File: src/design/ctd_ram.sv
// ctd_ram: simple dual-port synchronous ram, one write and one registered read port
// generic storage for the directory; depends on nothing
`default_nettype none

module ctd_ram #(
  parameter int DW    = 8,
  parameter int DEPTH = 16,
  localparam int AW   = $clog2(DEPTH)
) (
  input  wire logic          clk,
  input  wire logic          we,
  input  wire logic [AW-1:0] waddr,
  input  wire logic [DW-1:0] wdata,
  input  wire logic [AW-1:0] raddr,
  output logic      [DW-1:0] rdata
);

  logic [DW-1:0] mem [DEPTH];

  // read returns the old word on a same-address write
  always_ff @(posedge clk) begin
    if (we) begin
      mem[waddr] <= wdata;
    end
    rdata <= mem[raddr];
  end

endmodule

`default_nettype wire

File: config.mk
export PLATFORM = sky130hd
export DESIGN_NAME = ctd_ram
export DESIGN_NICKNAME = d
export VERILOG_FILES = /design/src/design/ctd_ram.sv
export SDC_FILE = /design/constraint.sdc
export NUM_CORES = 1
export LEC_CHECK = 0
export BUFFER_PORTS_ARGS = -buffer_cell sky130_fd_sc_hd__buf_2
export CORE_UTILIZATION = 40
export DETAILED_ROUTE_END_ITERATION = 12
export HOLD_SLACK_MARGIN = 0.15
export PLACE_DENSITY = 0.58
export SLEW_MARGIN = 30
export SYNTH_ARGS = -nofsm -noshare
export SYNTH_HDL_FRONTEND = slang
export SYNTH_SLANG_ARGS = --single-unit
File: constraint.sdc
create_clock -name clk -period 1.6 [get_ports clk]
set_input_delay 0.24 -clock clk [delete_from_list [all_inputs] [get_ports clk]]
set_output_delay 0.24 -clock clk [all_outputs]
set_load 0.05 [all_outputs]
==> results.tsv <==
stage	metric	value	unit
floorplanning	coreArea	12600	µm²
yosys	synth-seq-cells	136	
floorplanning	num_rows	41	
detailed_routing	drt-initial-drc-count	163	
global_route	grt_max_degree	17	
worst_setup_path	max_stage_delay	540	ps
yosys	synth-xor-area-share	0	
worst_setup_path	timing_worst_setup_path_type	register to register	
yosys	yosys-mux-area-fraction	0.150	
detailed_routing	routed-via-count	2447	
power	p_leak	2.13	nW
clock_tree	cts_tree	built	
yosys	synth_top_cell_by_area	sky130_fd_sc_hd__edfxtp_1	
detailed_routing	ant_nets	0	
detailed_routing	detail_routed_net_length_per_standard_cell	20.9	µm
clock_tree	clock-root-buffer	sky130_fd_sc_hd__clkbuf_16	
yosys	total_standard_cell_area_after_synthesis	5150	µm²
timing	hold_viol	0	
floorplanning	die_x	115	µm
floorplanning	dieHeight	115	µm
timing	worstMarginPinSlew	754	ps
yosys	synth_fa_ha_area_frac	0	
detailed_routing	drc	0	
yosys	synth_top_cell_area_share	0.747	
worst_setup_path	worstPathCellList	mux4_1 -> a22oi_1 -> nand2_1	
cells_and_area	final_layout_size_suffix_gt1_frac	0.329	
job	drv_cap	0	
cells_and_area	synthToLayoutAreaGrowth	20.7	%
placed_design	place_congestion	0.721	
power	pwr_density_cell	1310	nW/µm²
timing	final.period_utilization	0.875	
timing	setup_total_negative_slack	0	ps
global_route	global_route.usage.total	0.169	
timing	timing.final.setup_violations	0	
yosys	ys_warn_count	0	
timing	unrepaired_setup_endpoints_after_global_routing	no	
global_route	globalRouteOverflowTotal	0	
timing	max_freq	714	MHz
timing	timing.slew.headroom	0.497	
yosys	synthTopCellsByArea	sky130_fd_sc_hd__edfxtp_1, sky130_fd_sc_hd__mux4_2, sky130_fd_sc_hd__mux4_1	
cells_and_area	nNetsFinal	309	
timing	fin_crit	1400	ps
cells_and_area	final_cell_mix	sky130_fd_sc_hd__edfxtp_1, sky130_fd_sc_hd__buf_2, sky130_fd_sc_hd__buf_4	
detailed_routing	drt_pre_antenna_iters	4	
cells_and_area	diodes_inserted	0	
hold_path	worst_hold_path.num_cells	1	
global_route	grt_pass1_wl	15200	µm
placed_design	numPortBuffers	25	
floorplanning	io_pins	26	
worst_setup_path	critPathCaptureType	register	
clock_tree	ctsLongestPathBuffers	2	
yosys	synth_area_per_cell	22.5	µm²
hold_path	hold_path_startpoint	wdata[5]	
worst_setup_path	regToRegStartpoint	mem[1][1]	
yosys	post_synth_and_or_nand_nor_area_fraction	0.0318	
yosys	largest_family_of_logic_cells_by_synthesized_area	multiplexers	
placed_design	hpwl	6690	µm
yosys	netlist-cell-type-count	19	
yosys	synth_compound_gate_area_share	0.0233	
clock_tree	path_clk_slew	50	ps
cells_and_area	final_common_cell	sky130_fd_sc_hd__edfxtp_1	
clock_tree	cts_setup_buffers	0	
worst_setup_path	timing.critical_path.from_type	register	
global_route	global_route.usage.met1	0.216	
clock_tree	post_cts_resized	0	
worst_setup_path	required	1890	ps
global_route	busiest_layer	met2	
detailed_routing	routed_wirelength	9930	µm
timing	timing.final.ws_setup	200	ps
hold_path	whs_endpoint	mem[0][5]	
worst_setup_path	worst_ep_arrival	1700	ps
hold_path	holdCritPathClass	input port to register	
yosys	yosysSeqAreaShare	0.778	
worst_setup_path	rr_worst_depth	3	
clock_tree	cts_made_buffers	17	
global_route	first_global_vias	2560	
clock_tree	hold_buffers	0	
worst_setup_path	worst_case_register_to_register_setup_slack	200	ps
yosys	postSynthNetCount	247	
worst_setup_path	critical-path-slowest-cell	sky130_fd_sc_hd__mux4_1	
timing	clock-skew-final	4.49	ps
floorplanning	design.die.area	13300	µm²
worst_setup_path	reg2reg_to	rdata[1]	
run_status	status	complete, no violations	
clock_tree	clock_sink_count	136	
detailed_routing	via_per_inst	5.14	
global_route	met3_usage	0.0486	
placed_design	pre_cts_ws	-97.7	ps
floorplanning	initial_core_util	0.410	
yosys	syn-instance-count	229	
worst_setup_path	worst-path-max-fanout	1	
global_route	grt_antenna_before_repair	0	
timing	slew_viol_final	0	
global_route	grt_use_met2	0.275	
power	vdd_drop_max	788	µV
clock_tree	cts.htree.levels	4	
clock_tree	clkLatencyLatePin	410	ps
[cell usage after synthesis (all sizes together)]
| library cell | count |
|---|---|
| nor3 | 4 |
| or3b | 1 |
| nor2 | 13 |
| and2 | 1 |
| mux4 | 32 |
| nand2 | 9 |
| nor2b | 1 |
| buf | 7 |
| nand2b | 2 |
| edfxtp | 128 |
| dfxtp | 8 |
| nand3 | 1 |
| clkdlybuf4s25 | 3 |
| and2b | 1 |
| nand3b | 2 |
| a22oi | 16 |
[per-stage QoR]
step	power (mW)	hold slack, ps	utilization	instances	instance area, µm²
6_report	8.12	219	0.494	476	6210
5_1_grt	8.37	215	0.494	476	6210
4_1_cts	8.18	205	0.494	476	6210
3_5_place_dp	4.55	640	0.450	444	5650
3_3_place_gp	4.54	633	0.450	444	5650
2_1_floorplan	4.36	339	-	229	5150
[sequential cells by signal, indices dropped and copies added, names as in the netlist]
name,flops
rdata,8
mem,128
[metal layers]
layer / vias to the layer above / wire length [µm]
li1: 1092 / -
met1: 1279 / 4380
met5: - / 0
met4: 0 / 102
met2: 63 / 4980
met3: 13 / 471
[critical path: cells and delay by family, from the launching register on]
| family | cells | cell delay [ps] |
|---|---|---|
| simple gates | 1 | 80 |
| compound gates | 1 | 300 |
| flops | 1 | 360 |
| mux | 1 | 540 |
[where the power goes]
group / total (mW) / internal (mW) / switching [mW] / leakage (nW)
clock: 3.65 / 2.32 / 1.34 / 0.271
combinational: 0.459 / 0.172 / 0.287 / 0.633
sequential: 4.01 / 3.99 / 0.0246 / 1.22
[worst max path at each step]
stage                    from  slack [ps]  depth (start not counted)   endpoint
floorplan            waddr[2]          90                          2  mem[3][0]
global placement     raddr[0]        -100                          5   rdata[1]
detailed placement   raddr[0]        -100                          5   rdata[1]
CTS                 mem[1][1]         200                          3   rdata[1]
global route        mem[2][7]         110                          3   rdata[7]
finish              mem[1][1]         200                          3   rdata[1]
[cell families after synthesis]
group | Yosys count
multiplexers | 32
buffers and inverters | 10
AO/OA/AOI/OAI | 16
flip-flops | 136
AND/OR/NAND/NOR | 35
[area by class of cell]
type | count | area (µm²)
Timing Repair Buffer | 53 | 373
Clock buffer | 23 | 458
Clock inverter | 9 | 100
Multi-Input combinational cell | 83 | 1060
Fill cell | 1021 | 6360
Sequential cell | 136 | 4000
Tap cell | 172 | 215
Power figures use the tool's default switching activity.
